`src/design/wpm_pkg.sv`:
```
// Package for the wildcard pattern matcher: sizes, codes, request and
// result types, and the records passed along the row of match cells.
// No dependencies.
package wpm_pkg;

  localparam int MAX_PATTERN = 64;
  localparam int LEN_W   = $clog2(MAX_PATTERN + 1);
  localparam int IDX_W   = (MAX_PATTERN > 1) ? $clog2(MAX_PATTERN) : 1;
  localparam int DRAIN_W = $clog2(MAX_PATTERN + 2);

  localparam logic [7:0] STAR_CODE  = 8'd42;
  localparam logic [7:0] QMARK_CODE = 8'd63;

  typedef enum logic [1:0] {
    KIND_PATTERN = 2'd0,
    KIND_TEXT    = 2'd1,
    KIND_FINISH  = 2'd2,
    KIND_CLEAR   = 2'd3
  } kind_t;

  typedef enum logic [1:0] {
    STATUS_OK       = 2'd0,
    STATUS_OVERFLOW = 2'd1,
    STATUS_ORDER    = 2'd2
  } status_t;

  typedef struct packed {
    kind_t      kind;
    logic [7:0] char_code;
  } in_t;

  typedef struct packed {
    logic    matched;
    status_t status;
  } out_t;

  // One text character on its way down the row, with the neighbor's
  // match bit before and after this character.
  typedef struct packed {
    logic       valid;
    logic [7:0] char_code;
    logic       old_bit;
    logic       upd_bit;
  } wave_t;

  // Broadcast from the controller to every cell.
  typedef struct packed {
    logic             restart;
    logic             clear;
    logic             append;
    logic [7:0]       pat_char;
    logic [LEN_W-1:0] length;
  } cell_ctl_t;

endpackage

```
`src/design/wpm_cell.sv`:
```
// One pattern position of the matcher: its pattern byte, initial-row bit
// and current match bit. Uses wpm_pkg.
module wpm_cell (
  input  logic                     clk,
  input  logic                     rst,
  input  logic [wpm_pkg::IDX_W-1:0] idx,
  input  wpm_pkg::cell_ctl_t       ctl,
  input  wpm_pkg::wave_t           wave_in,
  input  logic                     init_in,
  output wpm_pkg::wave_t           wave_out,
  output logic                     init_out,
  output logic                     tap
);

  logic [7:0] pat;
  logic       init_bit;
  logic       match_bit;
  logic       wave_valid;
  logic [7:0] wave_char;
  logic       wave_old;
  logic       wave_upd;
  logic       active;
  logic       is_last;
  logic       load;
  logic       load_init;
  logic       upd;

  assign active  = wpm_pkg::LEN_W'(idx) < ctl.length;
  assign is_last = ctl.length == (wpm_pkg::LEN_W'(idx) + wpm_pkg::LEN_W'(1));
  assign load    = ctl.append && (ctl.length == wpm_pkg::LEN_W'(idx));
  assign load_init = (ctl.pat_char == wpm_pkg::STAR_CODE) ? init_in : 1'b0;

  // Exact (tried first, even for '*' on a text '*') or '?' takes the left
  // neighbor's old bit; '*' extends either from above (own old bit) or from the left neighbor's new bit.
  always_comb begin
    upd = 1'b0;
    if (active) begin
      if (pat == wave_in.char_code || pat == wpm_pkg::QMARK_CODE) begin
        upd = wave_in.old_bit;
      end else if (pat == wpm_pkg::STAR_CODE) begin
        upd = match_bit | wave_in.upd_bit;
      end
    end
  end

  always_ff @(posedge clk) begin
    if (rst || ctl.clear) begin
      init_bit   <= 1'b0;
      match_bit  <= 1'b0;
      wave_valid <= 1'b0;
    end else begin
      wave_valid <= wave_in.valid;
      if (load) begin
        init_bit <= load_init;
      end
      if (ctl.restart) begin
        match_bit <= load ? load_init : init_bit;
      end else if (wave_in.valid) begin
        match_bit <= upd;
      end
    end
  end

  always_ff @(posedge clk) begin
    if (load) begin
      pat <= ctl.pat_char;
    end
    wave_char <= wave_in.char_code;
    wave_old  <= active ? match_bit : 1'b0;
    wave_upd  <= upd;
  end

  assign wave_out = '{valid: wave_valid, char_code: wave_char,
                      old_bit: wave_old, upd_bit: wave_upd};
  assign init_out = init_bit;
  assign tap      = match_bit & is_last;

endmodule

```
`src/design/wildcard_pattern_matcher_unit.sv`:
```
// Top level of the wildcard pattern matcher: request decode, head of the
// match row, the row of wpm_cell instances and the result register.
// Uses wpm_pkg and wpm_cell.
//
// Usage:
//   Requests enter on in_valid/in_ready/in_data, each one of: append a
//   pattern byte, a text byte, finish the text, or clear the pattern.
//   Only a finish makes a result, sent on out_valid/out_ready/out_data
//   with the match flag and the sticky status (overflow or pattern after
//   text); any nonzero status forces matched low.
//   Text bytes travel down the row of MAX_PATTERN cells one cell per
//   cycle, so a new text byte is taken every cycle. Append, finish and
//   clear wait until the last text byte has left the whole row; the
//   drain counter, reloaded by each text byte taken, holds them off
//   until then. Once the row has drained they are taken back to back.
//   A finish shows its result the cycle after it is taken.
//   A finish is held off while the result register is full and the
//   receiver stalls; text bytes keep flowing regardless.
//   Reset empties the pattern, clears the status and the match row; the
//   pattern bytes themselves are not cleared.
module wildcard_pattern_matcher_unit (
  input  logic          clk,
  input  logic          rst,
  input  logic          in_valid,
  output logic          in_ready,
  input  wpm_pkg::in_t  in_data,
  output logic          out_valid,
  input  logic          out_ready,
  output wpm_pkg::out_t out_data
);

  logic [wpm_pkg::LEN_W-1:0]   length;
  logic                        text_started;
  wpm_pkg::status_t            err;
  wpm_pkg::status_t            err_next;
  logic                        row0;
  logic [wpm_pkg::DRAIN_W-1:0] drain;

  logic head_valid;
  logic [7:0] head_char;
  logic head_old;

  logic acc;
  logic idle;
  logic do_pat;
  logic do_text;
  logic do_finish;
  logic do_clear;
  logic pat_ok;
  logic full;
  logic hit;

  wpm_pkg::cell_ctl_t                ctl;
  wpm_pkg::wave_t                    wave [0:wpm_pkg::MAX_PATTERN];
  logic [wpm_pkg::MAX_PATTERN:0]     init_row;
  logic [wpm_pkg::MAX_PATTERN-1:0]   taps;

  assign idle = drain == '0;
  assign full = length == wpm_pkg::LEN_W'(wpm_pkg::MAX_PATTERN);

  // Text streams freely; everything else waits for the row to drain, a finish also for room in the result register.
  always_comb begin
    unique case (in_data.kind) inside
      wpm_pkg::KIND_TEXT:   in_ready = 1'b1;
      wpm_pkg::KIND_FINISH: in_ready = idle && (!out_valid || out_ready);
      wpm_pkg::KIND_PATTERN, wpm_pkg::KIND_CLEAR: in_ready = idle;
      default:              in_ready = 1'b0;
    endcase
  end

  assign acc       = in_valid && in_ready;
  assign do_pat    = acc && (in_data.kind == wpm_pkg::KIND_PATTERN);
  assign do_text   = acc && (in_data.kind == wpm_pkg::KIND_TEXT);
  assign do_finish = acc && (in_data.kind == wpm_pkg::KIND_FINISH);
  assign do_clear  = acc && (in_data.kind == wpm_pkg::KIND_CLEAR);
  assign pat_ok    = do_pat && !text_started && !full;

  // Keep the first error until a clear.
  always_comb begin
    err_next = err;
    if (do_pat && err == wpm_pkg::STATUS_OK) begin
      if (text_started) begin
        err_next = wpm_pkg::STATUS_ORDER;
      end else if (full) begin
        err_next = wpm_pkg::STATUS_OVERFLOW;
      end
    end
  end

  assign ctl = '{restart: do_finish || pat_ok, clear: do_clear, append: pat_ok,
                 pat_char: in_data.char_code, length: length};

  // Row head: bit zero of the match row and the entry of each text wave.
  assign wave[0]     = '{valid: head_valid, char_code: head_char,
                         old_bit: head_old, upd_bit: 1'b0};
  assign init_row[0] = 1'b1;

  for (genvar k = 0; k < wpm_pkg::MAX_PATTERN; k++) begin : g_cell
    wpm_cell u_cell (
      .clk      (clk),
      .rst      (rst),
      .idx      (wpm_pkg::IDX_W'(k)),
      .ctl      (ctl),
      .wave_in  (wave[k]),
      .init_in  (init_row[k]),
      .wave_out (wave[k+1]),
      .init_out (init_row[k+1]),
      .tap      (taps[k])
    );
  end

  assign hit = (length == '0) ? row0 : |taps;

  always_ff @(posedge clk) begin
    if (rst || do_clear) begin
      length       <= '0;
      text_started <= 1'b0;
      err          <= wpm_pkg::STATUS_OK;
      row0         <= 1'b1;
      head_valid   <= 1'b0;
    end else begin
      err        <= err_next;
      head_valid <= do_text;
      if (pat_ok) begin
        length <= length + wpm_pkg::LEN_W'(1);
      end
      if (do_text) begin
        text_started <= 1'b1;
        row0         <= 1'b0;
      end else if (do_finish || pat_ok) begin
        text_started <= 1'b0;
        row0         <= 1'b1;
      end
    end
  end

  // Head payload: advance the character and the old bit zero.
  always_ff @(posedge clk) begin
    head_char <= in_data.char_code;
    head_old  <= row0;
  end

  // Hold off control requests until the last wave clears the row.
  always_ff @(posedge clk) begin
    if (rst) begin
      drain <= '0;
    end else if (do_text) begin
      drain <= wpm_pkg::DRAIN_W'(wpm_pkg::MAX_PATTERN + 1);
    end else if (!idle) begin
      drain <= drain - wpm_pkg::DRAIN_W'(1);
    end
  end

  always_ff @(posedge clk) begin
    if (rst) begin
      out_valid <= 1'b0;
    end else if (do_finish) begin
      out_valid <= 1'b1;
    end else if (out_ready) begin
      out_valid <= 1'b0;
    end
  end

  always_ff @(posedge clk) begin
    if (do_finish) begin
      out_data <= '{matched: hit && (err == wpm_pkg::STATUS_OK), status: err};
    end
  end

  a_ctl_after_drain: assert property (@(posedge clk) disable iff (rst)
    (acc && !do_text) |-> idle)
    else $error("control request taken while a text wave is in flight");

  a_tail_drained: assert property (@(posedge clk) disable iff (rst)
    wave[wpm_pkg::MAX_PATTERN].valid |-> !idle)
    else $error("wave left the row after the drain counter expired");

  a_last_init: assert property (@(posedge clk) disable iff (rst)
    init_row[wpm_pkg::MAX_PATTERN] |-> full)
    else $error("last cell initial bit set without a full pattern");

  a_match_ok: assert property (@(posedge clk) disable iff (rst)
    (out_valid && out_data.matched) |-> (out_data.status == wpm_pkg::STATUS_OK))
    else $error("match reported with an error status");

  a_clear: assert property (@(posedge clk) disable iff (rst)
    do_clear |=> (length == '0) && (err == wpm_pkg::STATUS_OK) && row0)
    else $error("clear did not empty the pattern");

endmodule

```
`config.mk`:
```
export PLATFORM = sky130hd
export DESIGN_NAME = wildcard_pattern_matcher_unit
export DESIGN_NICKNAME = d
export VERILOG_FILES = /design/src/design/wpm_pkg.sv /design/src/design/wpm_cell.sv /design/src/design/wildcard_pattern_matcher_unit.sv
export SDC_FILE = /design/constraint.sdc
export NUM_CORES = 2
export LEC_CHECK = 0
export BUFFER_PORTS_ARGS = -buffer_cell sky130_fd_sc_hd__buf_2
export CAP_MARGIN = 20
export CORE_MARGIN = 1
export CORE_UTILIZATION = 47
export CTS_CLUSTER_DIAMETER = 80
export DETAILED_ROUTE_END_ITERATION = 6
export GPL_ROUTABILITY_DRIVEN = 0
export HOLD_SLACK_MARGIN = 0.12
export PLACE_DENSITY = 0.64
export RECOVER_POWER = 25
export SETUP_SLACK_MARGIN = 0.02
export SYNTH_ARGS = -nofsm -noshare
export SYNTH_HDL_FRONTEND = slang
export SYNTH_HIERARCHICAL = 1
export SYNTH_SLANG_ARGS = --single-unit
```
`constraint.sdc`:
```
create_clock -name clk -period 20 [get_ports clk]
set_clock_uncertainty 0.15 [all_clocks]
set_input_delay 1 -clock clk [delete_from_list [all_inputs] [get_ports clk]]
set_output_delay 1 -clock clk [all_outputs]
set_load 0.01 [all_outputs]
```
# ---- Word-level counts from Yosys, hierarchy flattened
# Index checks and enable logic that the tools add are counted.
dict set report classes {
  addsub 2
  multipliers 0
  div 0
  n_lt_le_gt_ge 64
  n_eq_ne 261
  n_shift 0
  mux 460
  bitwise_logic 127
  reduce_logical 219
}
# op count
set ops {}
lappend ops {{8-bit by 6-bit == test with 1-bit output, second input constant} 129}
lappend ops {{8-bit == test} 64}
lappend ops {{1-bit two-way mux} 455}
lappend ops {{7-bit by 6-bit == test with 1-bit output, second input constant} 32}
lappend ops {{6-bit by 7-bit less-than comparator with 1-bit output, first input constant} 32}
lappend ops {{2-bit nonzero test} 67}
lappend ops {{7-bit by 5-bit == test with 1-bit output, second input constant} 16}
lappend ops {{5-bit by 7-bit less-than comparator with 1-bit output, first input constant} 16}
lappend ops {{1-bit logical AND} 74}
lappend ops {{1-bit logical OR} 67}
lappend ops {{1-bit bitwise AND} 64}
lappend ops {{64-bit OR reduction} 1}
lappend ops {{1-bit OR} 63}
lappend ops {{7-bit by 4-bit == test with 1-bit output, second input constant} 8}
lappend ops {{4-bit by 7-bit less-than comparator with 1-bit output, first input constant} 8}
lappend ops {{7-bit by 3-bit == test with 1-bit output, second input constant} 4}
lappend ops {{3-bit by 7-bit less-than comparator with 1-bit output, first input constant} 4}
lappend ops {{7-bit by 2-bit == test with 1-bit output, second input constant} 2}
lappend ops {{7-bit zero test} 2}
lappend ops {{1-bit by 7-bit less-than comparator with 1-bit output, first input constant} 2}
lappend ops {{2-bit by 7-bit less-than comparator with 1-bit output, first input constant} 2}
lappend ops {{7-bit two-way mux} 2}
lappend ops {{7-bit by 1-bit adder with 7-bit output, second input constant} 1}
lappend ops {{7-bit by 1-bit == test with 1-bit output, second input constant} 1}
lappend ops {{other kinds (11)} 17}
dict set report word_totals {
  ff_bits 1365
  latchBits 0
  ram_bits 0
  rom_bits 0
  inputBits 14
  out_inout_bits 5
  wordCells 1589
  mem_count 0
}

# ---- Longest topological paths before layout
dict set report depth {
  ltp_word 11
  mapped_depth 12
  ltp_nobuf 12
}

# ---- By module
# Netlist, hierarchy kept.
# mod instances cells_per_inst area_per_inst_um2 seq_area_each_um2
set modules_own_cells {}
lappend modules_own_cells {wpm_cell 64 106 1087.3 500.5}
lappend modules_own_cells {wildcard_pattern_matcher_unit 1 166 1564.0 670.6}

# ---- Least setup slack after synthesis
# No wires, ideal clock.
dict set report synth_timing {
  kind {input port to flip-flop}
  from {input in_data[9] in the netlist's numbering}
  to {register g_cell[0].u_cell.match_bit}
  setup_ns 0.132
  t_arrival_ns 15.644
  required_ns 19.718
  path_slack_ns 4.074
  cell_stages 8
  n_path_buf 0
  path_cell_list {inv_1 > ha_1 > nor3b_2 > a31oi_2 > nor3_1 > nor3_1 > a21oi_1 > nand2_1}
}
# item line_no
set synth_rtl {}
lappend synth_rtl {{from (decl)} wildcard_pattern_matcher_unit.sv:26} ;# input wpm_pkg::in_t in_data,
lappend synth_rtl {{to (signal assigned)} wpm_cell.sv:57} ;# match_bit <= load ? load_init : init_bit;
lappend synth_rtl {{to (signal assigned)} wpm_cell.sv:59} ;# match_bit <= upd;
lappend synth_rtl {{to (decl)} wpm_cell.sv:17} ;# logic match_bit;

# ---- Worst setup path after layout
dict set report layout_timing {
  from {register length[1] in the netlist's numbering}
  to {register out_data[2] in the netlist's numbering (data pin)}
}
dict set report layout_via {
  elab_chain_cells 5
  elab_cells_between_ends 132
  classes_between {eq/ne: 64; mux: 1; bitwise: 64; reduce/logical: 3}
}
# item line_no
set layout_rtl {}
lappend layout_rtl {{from (decl)} wildcard_pattern_matcher_unit.sv:32} ;# logic [wpm_pkg::LEN_W-1:0] length;
lappend layout_rtl {{from (signal assigned)} wildcard_pattern_matcher_unit.sv:125} ;# length <= length + wpm_pkg::LEN_W'(1);
lappend layout_rtl {{7-bit by 2-bit == test with 1-bit output} wpm_cell.sv:29} ;# assign is_last = ctl.length == (wpm_pkg::LEN_W'(idx) + wpm_pkg::LEN_W'(1));
lappend layout_rtl {{1-bit bitwise AND} wpm_cell.sv:76} ;# assign tap = match_bit & is_last;
lappend layout_rtl {{via taps (one bit)} wildcard_pattern_matcher_unit.sv:56} ;# logic [wpm_pkg::MAX_PATTERN-1:0] taps;
lappend layout_rtl {{64-bit OR reduction} wildcard_pattern_matcher_unit.sv:112} ;# assign hit = (length == '0) ? row0 : |taps;
lappend layout_rtl {{1-bit two-way mux} wildcard_pattern_matcher_unit.sv:112}
lappend layout_rtl {{1-bit logical AND} wildcard_pattern_matcher_unit.sv:166} ;# out_data <= '{matched: hit && (err == wpm_pkg::STATUS_OK), status: err};
lappend layout_rtl {{to (signal assigned)} wildcard_pattern_matcher_unit.sv:166}
lappend layout_rtl {{to (decl)} wildcard_pattern_matcher_unit.sv:29} ;# output wpm_pkg::out_t out_data
# The timed path passes the listed nets, and every way through them passes these cells.
# A chain may end at the register's enable or synchronous reset.

==> results.py <==
metrics = {
    "worst_setup_path": {
        "worstSetupStartpoint": "length[1]",
        "crit_family": "simple AND/OR/NAND/NOR gates",
        "end_kind": "flip-flop",
        "crit_top_cell": "nor4_1",
        "cp.buffers_inverters": 2,
        "worstSetupPathType": "reg2reg",
        "slowest_stage": "nor4_1",
        "reg2reg_slack_ns": 15.13,
        "critPathMaxFanout": 41,
        "critPathLaunchType": "flip-flop",
        "worst_ep_arrival_time_ns": 5.28,
        "slowest_delay_ns": 0.88,
        "r2r-start": "length[1]",
        "cp_data_required_time_ns": 20.41,
        "crit_chain": "buf_4 -> buf_4 -> xnor2_1 -> nand4b_1 -> nor4_1 -> nor4_1 -> nand4_1 -> nor4_1 -> a2111oi_1",
    },
    "floorplanning": {
        "chipHeight_um": 390,
        "num_io_pins": 19,
        "fp.dieW_um": 390,
        "start_util_pct": 47.3,
        "row_count": 142,
        "core-area_sq_um": 150000,
        "die_area_sq_um": 152000,
    },
    "grt": {
        "overflow": 0,
        "antenna_found_initial": 9,
        "grtUsageTotal_pct": 22.3,
        "first_global_vias": 51014,
        "grt_max_degree": 124,
        "grt_pass1_wl_mm": 269,
    },
    "cts": {
        "cts.sinks": 1365,
        "clkSlewWorstSetupHoldPaths_ns": 0.06,
        "cts-resized-gates": 0,
        "post_cts_buffers": 0,
        "clock_latency_ns": 0.80,
        "clockBufferDepth": 3,
        "clockRootBuffer": "clkbuf_16",
        "holdBufCountCts": 0,
        "numCtsBuffers": 144,
        "cts_tree": "done",
        "h-tree-depth": 4,
    },
    "drt": {
        "drtPass1Iterations": 5,
        "vias": 52476,
        "drc": 0,
        "antenna_left": 0,
        "route.top_layer_used": "met5",
        "vias_per_cell": 4.85,
        "drt_iter0_markers": 2924,
        "wl_met1_mm": 77.2,
        "drt_wl_total_mm": 169,
        "route.met2.wl_mm": 80.3,
        "wl_met3_mm": 7.49,
        "routedWlPerCell_um": 15.6,
    },
    "timing": {
        "final_max_slew_viol_count": 0,
        "fmax_mhz": 205,
        "post-route-period-util_pct": 24.4,
        "hold_violations": 0,
        "report.final.setup_viol": 0,
        "setup_tns_ns": 0,
        "tightestPinTransition_ns": 1.14,
        "grt_setup_unrepaired": "false",
        "period_needed_ns": 4.87,
        "slew_headroom_pct": 23.3,
    },
    "logic_synthesis": {
        "netlist_instances": 6931,
        "avgSynthCellArea_sq_um": 10.2,
        "syn_area_sq_um": 70900,
        "yosys_warnings": 6,
    },
    "final_layout": {
        "nNetsFinal": 9143,
        "area_delta_synth_final_pct": 18.5,
        "layout-drive-gt1-share_pct": 4.32,
        "fill_cells": 13043,
    },
    "placed_design": {
        "dp_hpwl_mm": 111,
        "portBuffers": 18,
    },
    "power": {
        "leakagePower_nw": 32.1,
        "power.density_nw_per_um2": 74.4,
        "ir_worst_vdd_mv": 0.0794,
        "p_total_w": 0.00625,
    },
    "job": {
        "maxCapViolations": 0,
    },
    "hold_path": {
        "hold_start": "g_cell[38].u_cell/wave_char[0]",
        "min_path_type": "reg2reg",
    },
    "status": {
        "status": "finished clean",
    },
}
## sequential cells by signal, indices dropped and copies added (netlist names), 2 cells and up
register and count:
g_cell.u_cell/wave_char 504, length 7, head_char 8, g_cell.u_cell/match_bit 64, g_cell.u_cell/pat 512, g_cell.u_cell/init_out 64, g_cell.u_cell/wave_valid 63, err 2
out_data 3, drain 7, g_cell.u_cell/wave_old 63, g_cell.u_cell/wave_upd 63
## layout by cell type (no fill, tap or decap), types with 35 or more instances in the layout
cell type / instances
nand4b_1: 130
o21ai_0: 67
conb_1: 1730
nand4_1: 261
a2111oi_2: 64
buf_4: 35
a211oi_1: 64
edfxtp_1: 515
nand2b_1: 65
and3_1: 65
inv_1: 522
nor4_1: 211
nor3b_1: 190
xnor2_1: 902
clkbuf_16: 151
a21oi_1: 331
nor4bb_1: 64
nor2_1: 400
or2_1: 65
nor4b_1: 64
a21o_1: 64
ha_1: 457
nor2b_1: 65
o211ai_1: 64
dfxtp_1: 843
and4b_1: 64
xor2_1: 130
nand2_1: 326
nand3_1: 260
nor3_1: 323
mux2i_1: 65
o21ai_1: 65
## stage by stage
stage | instance area (sq um) | hold WS [ns] | setup slack (ns) | std cells | util, %
3_5_place_dp | 79000 | 0.205 | 14.99 | 10541 | 52.7
2_1_floorplan | 77400 | 0.200 | 4.13 | 8659 | -
3_3_place_gp | 79000 | 0.207 | 14.98 | 10540 | 52.7
6_report | 84000 | 0.203 | 15.13 | 10813 | 56.1
4_1_cts | 84000 | 0.206 | 14.99 | 10810 | 56.1
5_1_grt | 84000 | 0.215 | 14.77 | 10811 | 56.1
## layout make-up
| cell class | count | area (sq um) | share of cell area (%) |
|---|---|---|---|
| Inverter | 524 | 1970 | 2.34 |
| Timing Repair Buffer | 58 | 492 | 0.585 |
| Multi-Input combinational cell | 6579 | 41500 | 49.4 |
| Sequential cell | 1365 | 32500 | 38.7 |
| Clock buffer | 190 | 4060 | 4.83 |
| Clock inverter | 79 | 971 | 1.16 |
| Tap cell | 2016 | 2520 | 3.00 |
| Antenna cell | 2 | 5.00 | 0.00596 |
## routing by layer
layer | track usage (%) | vias to the layer above
met1 | 28.9 | 24636
met5 | 0 | -
met4 | 6.88 | 2
met3 | 3.13 | 256
met2 | 38.1 | 952
li1 | - | 26630
## final timing paths
path                                                        to  cells past startpoint
worst min register to register  g_cell[39].u_cell/wave_char[0]                      0
worst min-delay path            g_cell[39].u_cell/wave_char[0]                      0
worst max register to register                     out_data[2]                      9
worst max-delay path                               out_data[2]                      9
## where the power goes
group          internal [W]  switching, W  leakage [nW]
Combinational      0.000192      0.000309          18.0
Clock               0.00164       0.00113          2.46
Sequential          0.00293     0.0000473          11.6
Total               0.00477       0.00148          32.1
Note: power is estimated with default switching activity, not from simulation.
